--- src/rtl/core/psws_pkg.sv ---
// Package with the constants, codes and types shared by the semaphore wait queue modules.
`default_nettype none

package psws_pkg;

  localparam int MAX_WAITERS = 16;
  localparam int NUM_LEVELS  = 7;

  localparam int ID_W    = 6;
  localparam int PRIO_W  = 3;
  localparam int COUNT_W = 9;
  localparam int CFG_W   = 8;
  localparam int TOTAL_W = $clog2(MAX_WAITERS + 1);
  localparam int QIDX_W  = (MAX_WAITERS > 1) ? $clog2(MAX_WAITERS) : 1;

  localparam int IN_TDATA_W  = 16;
  localparam int OUT_TDATA_W = 32;

  localparam logic [PRIO_W-1:0] PRIO_LAST = PRIO_W'(NUM_LEVELS - 1);
  localparam logic [TOTAL_W-1:0] TOTAL_MAX = TOTAL_W'(MAX_WAITERS);

  localparam logic signed [COUNT_W-1:0] COUNT_MAX = 9'sd255;
  localparam logic signed [COUNT_W-1:0] COUNT_MIN = -9'sd256;

  localparam logic MODE_WAIT   = 1'b0;
  localparam logic MODE_SIGNAL = 1'b1;

  localparam logic CFG_BINARY_MODE   = 1'b0;
  localparam logic CFG_INITIAL_COUNT = 1'b1;

  typedef enum logic [2:0] {
    ST_IDLE,
    ST_DECIDE,
    ST_INSERT,
    ST_DEQ,
    ST_DONE
  } state_t;

  typedef enum logic [1:0] {
    Q_NONE,
    Q_WRITE,
    Q_POP
  } qop_t;

  typedef struct packed {
    logic [ID_W-1:0]   id;
    logic [PRIO_W-1:0] prio;
  } entry_t;

  typedef struct packed {
    qop_t              op;
    logic [QIDX_W-1:0] idx;
    entry_t            data;
  } qcmd_t;

  typedef struct packed {
    logic                       granted;
    logic                       blocked;
    logic                       woken_valid;
    entry_t                     woken;
    logic                       queue_full_error;
    logic [TOTAL_W-1:0]         waiters_now;
    logic signed [COUNT_W-1:0]  count_now;
  } result_t;

endpackage

`default_nettype wire

--- src/rtl/core/priority_semaphore_wait_queue_unit.sv ---
// Top level of the priority semaphore wait queue with stream ports and result register.
//
// Channel  Direction  Handshake              Content
// in_      slave      in_tvalid / in_tready  one wait or signal request
// out_     master     out_tvalid/out_tready  one result per request
// cfg_     slave      cfg_valid / cfg_ready  register index and write data
//
// A granted wait, a full-queue wait or a signal goes from the decide state straight to done.
// A signal that wakes a thread passes through the dequeue state as well. A blocking wait
// walks the insert state, which moves every queued entry of lower urgency, one a cycle.
// Reset clears the count, the waiter total and the mode; queue contents need no reset.
// A result held by a stalled output lets the next request be accepted and worked on.
`default_nettype none

module priority_semaphore_wait_queue_unit (
  input  wire logic                              clk,
  input  wire logic                              rst_n,
  input  wire logic                              in_tvalid,
  output logic                                   in_tready,
  input  wire logic [psws_pkg::IN_TDATA_W-1:0]   in_tdata,   // thread_id, thread_priority
  input  wire logic                              in_tuser,   // mode
  output logic                                   out_tvalid,
  input  wire logic                              out_tready,
  // granted, blocked, woken_valid, woken_id, woken_priority, queue_full_error,
  // waiters_now, count_now
  output logic [psws_pkg::OUT_TDATA_W-1:0]       out_tdata,
  input  wire logic                              cfg_valid,
  output logic                                   cfg_ready,
  input  wire logic                              cfg_index,
  input  wire logic [psws_pkg::CFG_W-1:0]        cfg_data
);
  import psws_pkg::*;

  entry_t              req_entry;
  qcmd_t               qcmd;
  logic [QIDX_W-1:0]   q_rd_idx;
  entry_t              q_rd_entry;
  entry_t              q_head;
  logic                res_valid;
  logic                res_ready;
  result_t             res;
  logic                out_valid_r;
  result_t             out_r;
  logic                cfg_we;

  assign req_entry.id   = in_tdata[ID_W-1:0];
  assign req_entry.prio = in_tdata[ID_W+PRIO_W-1:ID_W];
  assign cfg_ready      = 1'b1;
  assign cfg_we         = cfg_valid;
  assign res_ready      = !out_valid_r || out_tready;

  psws_ctrl u_ctrl (
    .clk        (clk),
    .rst_n      (rst_n),
    .req_valid  (in_tvalid),
    .req_ready  (in_tready),
    .req_mode   (in_tuser),
    .req_entry  (req_entry),
    .cfg_we     (cfg_we),
    .cfg_idx    (cfg_index),
    .cfg_val    (cfg_data),
    .qcmd       (qcmd),
    .q_rd_idx   (q_rd_idx),
    .q_rd_entry (q_rd_entry),
    .q_head     (q_head),
    .res_valid  (res_valid),
    .res_ready  (res_ready),
    .res        (res)
  );

  psws_queue u_queue (
    .clk      (clk),
    .cmd      (qcmd),
    .rd_idx   (q_rd_idx),
    .rd_entry (q_rd_entry),
    .head     (q_head)
  );

  always_ff @(posedge clk) begin
    if (!rst_n) begin
      out_valid_r <= 1'b0;
    end else if (res_ready) begin
      out_valid_r <= res_valid;
    end
  end

  always_ff @(posedge clk) begin
    if (res_valid && res_ready) begin
      out_r <= res;
    end
  end

  assign out_tvalid = out_valid_r;
  assign out_tdata  = {5'b0, out_r.count_now, out_r.waiters_now, out_r.queue_full_error,
                       out_r.woken.prio, out_r.woken.id, out_r.woken_valid,
                       out_r.blocked, out_r.granted};

endmodule

`default_nettype wire

--- src/rtl/core/psws_queue.sv ---
// Priority-ordered wait queue storage with one write port, one read port and a head pop.
`default_nettype none

module psws_queue (
  input  wire logic                     clk,
  input  wire psws_pkg::qcmd_t          cmd,
  input  wire logic [psws_pkg::QIDX_W-1:0] rd_idx,
  output psws_pkg::entry_t              rd_entry,
  output psws_pkg::entry_t              head
);
  import psws_pkg::*;

  entry_t slot_r [MAX_WAITERS];

  always_ff @(posedge clk) begin
    case (cmd.op)
      Q_WRITE: begin
        slot_r[cmd.idx] <= cmd.data;
      end
      Q_POP: begin
        for (int i = 0; i < MAX_WAITERS - 1; i++) begin
          slot_r[i] <= slot_r[i + 1];
        end
      end
      default: begin
      end
    endcase
  end

  assign rd_entry = slot_r[rd_idx];
  assign head     = slot_r[0];

endmodule

`default_nettype wire

--- src/rtl/core/psws_ctrl.sv ---
// Sequencer holding the semaphore count, the waiter total and the insertion walk.
`default_nettype none

module psws_ctrl (
  input  wire logic                        clk,
  input  wire logic                        rst_n,
  input  wire logic                        req_valid,
  output logic                             req_ready,
  input  wire logic                        req_mode,
  input  wire psws_pkg::entry_t            req_entry,
  input  wire logic                        cfg_we,
  input  wire logic                        cfg_idx,
  input  wire logic [psws_pkg::CFG_W-1:0]  cfg_val,
  output psws_pkg::qcmd_t                  qcmd,
  output logic [psws_pkg::QIDX_W-1:0]      q_rd_idx,
  input  wire psws_pkg::entry_t            q_rd_entry,
  input  wire psws_pkg::entry_t            q_head,
  output logic                             res_valid,
  input  wire logic                        res_ready,
  output psws_pkg::result_t                res
);
  import psws_pkg::*;

  state_t                     state_r, state_nxt;
  logic                       binary_r, binary_nxt;
  logic signed [COUNT_W-1:0]  count_r, count_nxt;
  logic [TOTAL_W-1:0]         total_r, total_nxt;
  logic [TOTAL_W-1:0]         k_r, k_nxt;
  logic                       sig_r, sig_nxt;
  entry_t                     new_r, new_nxt;
  logic                       granted_r, granted_nxt;
  logic                       blocked_r, blocked_nxt;
  logic                       err_r, err_nxt;
  logic                       wv_r, wv_nxt;
  entry_t                     woken_r, woken_nxt;

  logic [TOTAL_W-1:0]         k_dec;
  logic                       move_on;
  logic signed [COUNT_W-1:0]  count_up;
  logic signed [COUNT_W-1:0]  count_down;
  entry_t                     in_sat;

  assign k_dec    = k_r - TOTAL_W'(1);
  assign q_rd_idx = k_dec[QIDX_W-1:0];
  assign move_on  = (k_r != '0) && (q_rd_entry.prio > new_r.prio);
  assign count_up   = (count_r < COUNT_MAX) ? count_r + 9'sd1 : count_r;
  assign count_down = (count_r > COUNT_MIN) ? count_r - 9'sd1 : count_r;

  always_comb begin
    in_sat = req_entry;
    if (req_entry.prio > PRIO_LAST) begin
      in_sat.prio = PRIO_LAST;
    end
  end

  always_comb begin
    state_nxt = state_r;
    case (state_r)
      ST_IDLE: begin
        if (req_valid) begin
          state_nxt = ST_DECIDE;
        end
      end
      ST_DECIDE: begin
        if (sig_r == MODE_WAIT) begin
          if (count_r > 9'sd0 || total_r >= TOTAL_MAX) begin
            state_nxt = ST_DONE;
          end else begin
            state_nxt = ST_INSERT;
          end
        end else if (binary_r) begin
          state_nxt = (total_r == '0) ? ST_DONE : ST_DEQ;
        end else begin
          state_nxt = (count_up > 9'sd0 || total_r == '0) ? ST_DONE : ST_DEQ;
        end
      end
      ST_INSERT: begin
        if (!move_on) begin
          state_nxt = ST_DONE;
        end
      end
      ST_DEQ: begin
        state_nxt = ST_DONE;
      end
      ST_DONE: begin
        if (res_ready) begin
          state_nxt = ST_IDLE;
        end
      end
      default: begin
        state_nxt = ST_IDLE;
      end
    endcase
  end

  always_comb begin
    binary_nxt  = binary_r;
    count_nxt   = count_r;
    total_nxt   = total_r;
    k_nxt       = k_r;
    sig_nxt     = sig_r;
    new_nxt     = new_r;
    granted_nxt = granted_r;
    blocked_nxt = blocked_r;
    err_nxt     = err_r;
    wv_nxt      = wv_r;
    woken_nxt   = woken_r;
    qcmd.op     = Q_NONE;
    qcmd.idx    = k_r[QIDX_W-1:0];
    qcmd.data   = new_r;
    req_ready   = 1'b0;
    res_valid   = 1'b0;

    case (state_r)
      ST_IDLE: begin
        req_ready = 1'b1;
        if (req_valid) begin
          sig_nxt     = req_mode;
          new_nxt     = in_sat;
          granted_nxt = 1'b0;
          blocked_nxt = 1'b0;
          err_nxt     = 1'b0;
          wv_nxt      = 1'b0;
          woken_nxt   = '0;
        end
      end
      ST_DECIDE: begin
        if (sig_r == MODE_WAIT) begin
          if (count_r > 9'sd0) begin
            count_nxt   = binary_r ? 9'sd0 : count_r - 9'sd1;
            granted_nxt = 1'b1;
          end else if (total_r >= TOTAL_MAX) begin
            err_nxt = 1'b1;
          end else begin
            if (!binary_r) begin
              count_nxt = count_down;
            end
            k_nxt = total_r;
          end
        end else if (binary_r) begin
          if (total_r == '0) begin
            count_nxt = 9'sd1;
          end
        end else begin
          count_nxt = count_up;
        end
      end
      ST_INSERT: begin
        qcmd.op = Q_WRITE;
        if (move_on) begin
          qcmd.data = q_rd_entry;
          k_nxt     = k_dec;
        end else begin
          total_nxt   = total_r + TOTAL_W'(1);
          blocked_nxt = 1'b1;
        end
      end
      ST_DEQ: begin
        qcmd.op   = Q_POP;
        wv_nxt    = 1'b1;
        woken_nxt = q_head;
        total_nxt = total_r - TOTAL_W'(1);
      end
      ST_DONE: begin
        res_valid = 1'b1;
      end
      default: begin
      end
    endcase

    if (cfg_we) begin
      if (cfg_idx == CFG_BINARY_MODE) begin
        binary_nxt = cfg_val[0];
      end else begin
        count_nxt = signed'({1'b0, cfg_val});
        total_nxt = '0;
      end
    end
  end

  always_comb begin
    res.granted          = granted_r;
    res.blocked          = blocked_r;
    res.woken_valid      = wv_r;
    res.woken            = woken_r;
    res.queue_full_error = err_r;
    res.waiters_now      = total_r;
    res.count_now        = count_r;
  end

  always_ff @(posedge clk) begin
    if (!rst_n) begin
      state_r  <= ST_IDLE;
      binary_r <= 1'b0;
      count_r  <= '0;
      total_r  <= '0;
    end else begin
      state_r  <= state_nxt;
      binary_r <= binary_nxt;
      count_r  <= count_nxt;
      total_r  <= total_nxt;
    end
  end

  always_ff @(posedge clk) begin
    k_r       <= k_nxt;
    sig_r     <= sig_nxt;
    new_r     <= new_nxt;
    granted_r <= granted_nxt;
    blocked_r <= blocked_nxt;
    err_r     <= err_nxt;
    wv_r      <= wv_nxt;
    woken_r   <= woken_nxt;
  end

endmodule

`default_nettype wire

--- config.mk ---
export PLATFORM = sky130hd
export DESIGN_NAME = priority_semaphore_wait_queue_unit
export DESIGN_NICKNAME = d
export VERILOG_FILES = /design/src/rtl/core/psws_pkg.sv /design/src/rtl/core/priority_semaphore_wait_queue_unit.sv /design/src/rtl/core/psws_queue.sv /design/src/rtl/core/psws_ctrl.sv
export SDC_FILE = /design/constraint.sdc
export NUM_CORES = 1
export LEC_CHECK = 0
export ABC_AREA = 1
export BUFFER_PORTS_ARGS = -buffer_cell sky130_fd_sc_hd__buf_4
export CAP_MARGIN = 40
export CORE_MARGIN = 4
export CORE_UTILIZATION = 40
export DETAILED_ROUTE_END_ITERATION = 10
export PLACE_DENSITY = 0.53
export SLEW_MARGIN = 25
export SYNTH_ARGS = -nofsm -noshare
export SYNTH_HDL_FRONTEND = slang
export SYNTH_HIERARCHICAL = 1
export SYNTH_SLANG_ARGS = --single-unit
--- constraint.sdc ---
create_clock -name clk -period 4.1 [get_ports clk]
set_input_delay 1.025 -clock clk [delete_from_list [all_inputs] [get_ports clk]]
set_output_delay 1.025 -clock clk [all_outputs]
set_load 0.01 [all_outputs]
After elaboration in Yosys (flattened, before gate mapping)
Memory sizes are Yosys's and may differ from the RTL's.
Index checks and enable logic that the tools add are counted.

operators by class
  $add $sub $neg = 5
  $mul = 0
  div/mod/pow operators = 0
  $lt $le $gt $ge = 7
  equal/unequal tests = 15
  shifts and indexed selects = 0
  multiplexer cells = 55
  bitwise operators = 1
  reductions and logical operators = 22

operators by type and width
  kind                                                                  count
  9-bit 2-to-1 mux                                                      16
  5-bit 2-to-1 mux                                                      7
  3-bit 2-to-1 mux                                                      8
  5-bit case mux with 2 select lines                                    2
  9-bit by 1-bit > comparator with 1-bit output, second input constant  2
  9-bit case mux with 2 select lines                                    1
  3-bit case mux with 5 select lines                                    1
  1-bit 2-to-1 mux                                                      14
  2-bit != test, second input constant                                  6
  5-bit AND reduction                                                   2
  5-bit by 1-bit subtractor with 5-bit output, second input constant    2
  9-bit by 2-bit adder with 9-bit output, second input constant         1
  9-bit > comparator, second input constant                             1
  9-bit less-than comparator, second input constant                     1
  9-bit OR reduction                                                    1
  9-bit by 2-bit subtractor with 9-bit output, second input constant    1
  1-bit case mux with 2 select lines                                    4
  2-bit nonzero test                                                    4
  3-bit by 2-bit == test with 1-bit output, second input constant       2
  2-bit by 1-bit != test with 1-bit output, second input constant       3
  2-bit AND reduction                                                   3
  3-bit AND reduction                                                   2
  5-bit by 1-bit adder with 5-bit output, second input constant         1
  5-bit >= comparator, second input constant                            1
  other kinds (16)                                                      19

word-level totals
  register bits = 74
  bits in latches = 0
  RAM bits = 144
  bits in read-only memories = 0
  bits of input ports = 31
  output and inout bits = 35
  word-level logic and storage cells = 129
  memories kept = 1

memory list
  name            words  bits a word  rd ports  clocked after memory_dff  write ports  line              source
  u_queue.slot_r  16     9            17        0                         15           psws_queue.sv:13  entry_t slot_r [MAX_WAITERS];

Logic depth before layout (Yosys ltp)
  word-level depth = 9
  gate-level depth with buffers = 22
  depth with buffers taken out = 18

Hierarchy
Netlist, hierarchy kept.

by module, submodules not included
  module                              instances  cells an instance  area each (um^2)  seq. area each (um^2)
  psws_queue                          1          805                7257.0            4324.1
  psws_ctrl                           1          410                3034.2            1201.2
  priority_semaphore_wait_queue_unit  1          42                 914.6             830.8

Worst setup path before layout
Ideal clock, no wire load.

  path kind = register to register
  start = register u_ctrl.k_r[0]
  end = memory u_queue/slot_r[10][4] (netlist bit), data pin
  library setup time = 270 ps
  data arrival time = 3002 ps
  data required time = 3830 ps
  setup slack = 828 ps
  stages on the path, launching flop included = 22
  buffers on the path = 4
  period minus slack after synthesis = 3272 ps
  cells stage by stage = edfxtp_1 inv_1 ha_1 xor2_1 buf_2 inv_2 buf_2 nand3_1 nand3_1 nand2_1 ha_1 nand2_1 o21ai_0 nand3_1 nor2_4 inv_2 buf_2 nand2_1 nand2_1 nand2_1 clkbuf_1 o21ai_0

RTL lines
  item                    line              source
  start, declared         psws_ctrl.sv:28   logic [TOTAL_W-1:0] k_r, k_nxt;
  start signal, assigned  psws_ctrl.sv:206  k_r <= k_nxt;
  end, declared           psws_queue.sv:13

==> qor.yml <==
cpMaxStageDelayCell: "edfxtp_1"
dieArea_um2: 30800
grt_pass1_vias: 8425
r2r_setup_slack_ns: 0.38
yosys.area.top_type: "edfxtp_1"
rr_worst_depth: 19
cp.required_ns: 4.34
layout.nets: 1345
cp_top_family: "simple AND/OR/NAND/NOR gates"
post-cts-setup-buffer-count: 0
pwr-share-clk_pct: 36.2
cts_resized: 0
seq_area_um2: 6360
crit_path_max_incr_delay_ns: 0.48
r2r_end: "u_queue/slot_r[1][5]"
vias: 8550
grt_max_degree: 82
combPwrFrac_pct: 20.6
synth_edf_count: 199
drive_gt1_share_pct: 12.8
slew_violations: 0
syn_inst: 1257
grt_usage_pct: 17.9
grt_pass1_wl_um: 44700
drc: 0
multi_input_area_um2: 3610
ioPinCount: 66
finalSetupViolCount: 0
finalNonFillerCells: 1703
leakagePower_uw: 0.00542
synthDominantCellAreaShare_pct: 53.3
die_h_um: 175
antenna_left: 0
synthDistinctLibCells: 44
endpoint_kind: "flip-flop"
core_um2: 27700
status: "completed"
synthTopCellsByArea: "edfxtp_1 (53%), nand2_1 (8.7%), o21ai_0 (8.1%)"
synth_seq_cells: 218
gp_congestion: 0.827
wl_um: 28000
rsz0062_at_grt: "false"
ys_warn_count: 6
tns_ns: 0
fp.dieW_um: 175
grt_overflow_total: 0
dpl_worst_slack_ns: 0.282
area_growth_pct: 14.8
antenna_found_initial: 0
drtPass1Iterations: 6
h-tree-depth: 1
crit_arrival_ns: 3.95
fmax_mhz: 269
worst_slack_ns: 0.382
vias_per_cell: 5.02
tritoncts: "done"
switching_power_uw: 1810
path_max_fanout: 30
hold_depth: 0
num_antenna_cells: 0
postSynth.asyncResetShare_pct: 0
clkLatencyLatePin_ns: 0.53
timing_hold_violations_final: 0
hold-path-endpoint: "out_tdata[10]"
dominantRegCellSynth: "edfxtp_1"
path_clk_slew_ns: 0.06
irDropWorstVdd_uv: 266
cp_num_buf_inv: 6
critPathKind: "flip-flop to flip-flop"
tightest_slew_ns: 0.759
placementRows: 61
whs_ns: 0.417
r2r_start: "u_ctrl/k_r[0]"
p_seq_share_pct: 43.2
wl_per_cell_um: 16.4
min_period_ns: 3.72
fillCellCount: 2720
start_util_pct: 40.4
fin_crit_sh_pct: 90.7
cts_hold_buf: 0
dp.cells: 1656
syn_area_um2: 11200
root_buffer: "clkbuf_16"
ys_seq_area_share_pct: 56.7
cap_viol_max_count: 0
swShare_pct: 29.5
start_kind: "flip-flop"
clockBufferDepth: 3
cts_buffers: 25
crit_chain: "inv_2, buf_4, inv_4, buf_12, nand2_1, nand3_1, nand3_1, nand3_1, nand2_1, inv_1, ha_1, nand3_1, nand3_1, nor2_4, inv_2, nand2_1, nand2_1, nand2_1, o21ai_0"
port_buffers: 52
syn_area_per_cell_um2: 8.91
min-delay-path-class: "flip-flop to flip-flop"
hold_path_startpoint: "u_ctrl/res[16]"
powerDensity_nw_per_um2: 478
clkSinkCount: 218
place_area_um2: 12000
dp_hpwl_um: 19000
drt_iter0_markers: 603
skew_ns: 0.0144
p_int_uw: 4340
stdcell_area_um2: 12900
max-slew-margin-rel_pct: 49.4
[layout make-up]
cell class	count	area share (%)
Clock buffer	34	5.21
Clock inverter	12	1.08
Inverter	221	6.47
Multi-Input combinational cell	745	28.0
Sequential cell	218	49.4
Tap cell	378	3.68
Timing Repair Buffer	95	6.09
[through the flow]
stage                     power (µW)  util [%]
final                           6150      46.4
after global routing            6480      46.4
after CTS                       6230      46.3
after detailed placement        3970      43.4
after global placement          3950      43.3
after floorplan                 3550         -
[layout by cell type (no fill, tap or decap), types with 3 or more instances in the layout]
master / n
dfxtp_1: 19
o21ai_0: 182
bufinv_16: 3
clkbuf_1: 8
inv_1: 202
nand2_2: 7
o21ai_1: 4
clkbuf_16: 25
buf_4: 89
o211ai_1: 4
clkinv_1: 8
inv_2: 14
buf_12: 4
nor2_2: 4
nand3_1: 164
edfxtp_1: 199
nand4_1: 4
a21oi_1: 28
conb_1: 6
nor3_1: 4
nor2_1: 39
nand2_1: 258
ha_1: 8
[layer usage]
layer / wire [µm] / vias up / track usage, %
li1: - / 4269 / -
met1: 13200 / 4022 / 25.0
met2: 13000 / 214 / 29.5
met3: 1310 / 45 / 2.60
met4: 550 / 0 / 4.78
met5: 0 / - / 0
[cells by family (layout without fill, tap and decap cells)]
family / count (synthesis) / count (layout) / synth area share [%]
compound gates: 237 / 237 / 11.2
xor+xnor: 3 / 3 / 0.235
fa+ha+maj: 8 / 8 / 0.893
buf+inv: 298 / 362 / 11.5
flops: 218 / 218 / 56.7
other cells: 2 / 6 / 0.0670
simple gates: 491 / 491 / 19.4
[state kept, by name, indices dropped and copies added, names as in the netlist]
name and count:
u_ctrl/res 9, u_ctrl/k_r 5, out_tdata 27, u_ctrl/blocked_r 1, u_ctrl/new_r 9, u_ctrl/binary_r 1, u_ctrl/state_r 3, u_ctrl/err_r 1
u_queue/slot_r 144, out_tvalid 1, u_ctrl/count_r 9, u_ctrl/total_r 5, u_ctrl/sig_r 1, u_ctrl/wv_r 1, u_ctrl/granted_r 1
[cell usage after synthesis, types with 6 or more instances]
cell type,count
buf_6,6
buf_2,20
nor2_1,39
o21ai_0,182
nand2_2,7
nand2_1,259
ha_1,8
inv_2,13
clkbuf_1,26
edfxtp_1,199
nand3_1,164
dfxtp_1,19
buf_4,25
a21oi_1,29
inv_1,203
[power by group through the flow]
stage               registers, µW  clock network [µW]  logic (µW)
finish                       2650                2230        1270
global route                 2670                2390        1420
CTS                          2650                2300        1280
detailed placement           2700                   0        1270
global placement             2700                   0        1250
floorplan                    2680                   0         869
[worst register-to-register path: cells and delay by family (launching register included)]
| family | cells | cell delay, ns |
|---|---|---|
| AND/OR/NAND/NOR | 11 | 1.48 |
| AO/OA/AOI/OAI | 1 | 0.19 |
| buffers and inverters | 6 | 1.00 |
| flip-flops | 1 | 0.48 |
| adder cells (fa/ha/maj) | 1 | 0.29 |
[worst max path at each step]
stage / start / endpoint / slack, ns / depth (start not counted)
4_1_cts: u_ctrl/k_r[0] / u_queue/slot_r[1][5] / 0.26 / 17
6_report: u_ctrl/k_r[0] / u_queue/slot_r[1][5] / 0.38 / 19
5_1_grt: u_ctrl/k_r[0] / u_queue/slot_r[2][5] / 0.02 / 19
3_3_place_gp: u_ctrl/k_r[0] / u_queue/slot_r[0][5] / 0.32 / 17
3_5_place_dp: u_ctrl/k_r[0] / u_queue/slot_r[1][5] / 0.28 / 17
2_1_floorplan: u_ctrl/k_r[0] / u_queue/slot_r[10][4] / 0.83 / 21
(Power assumes the default switching activity.)
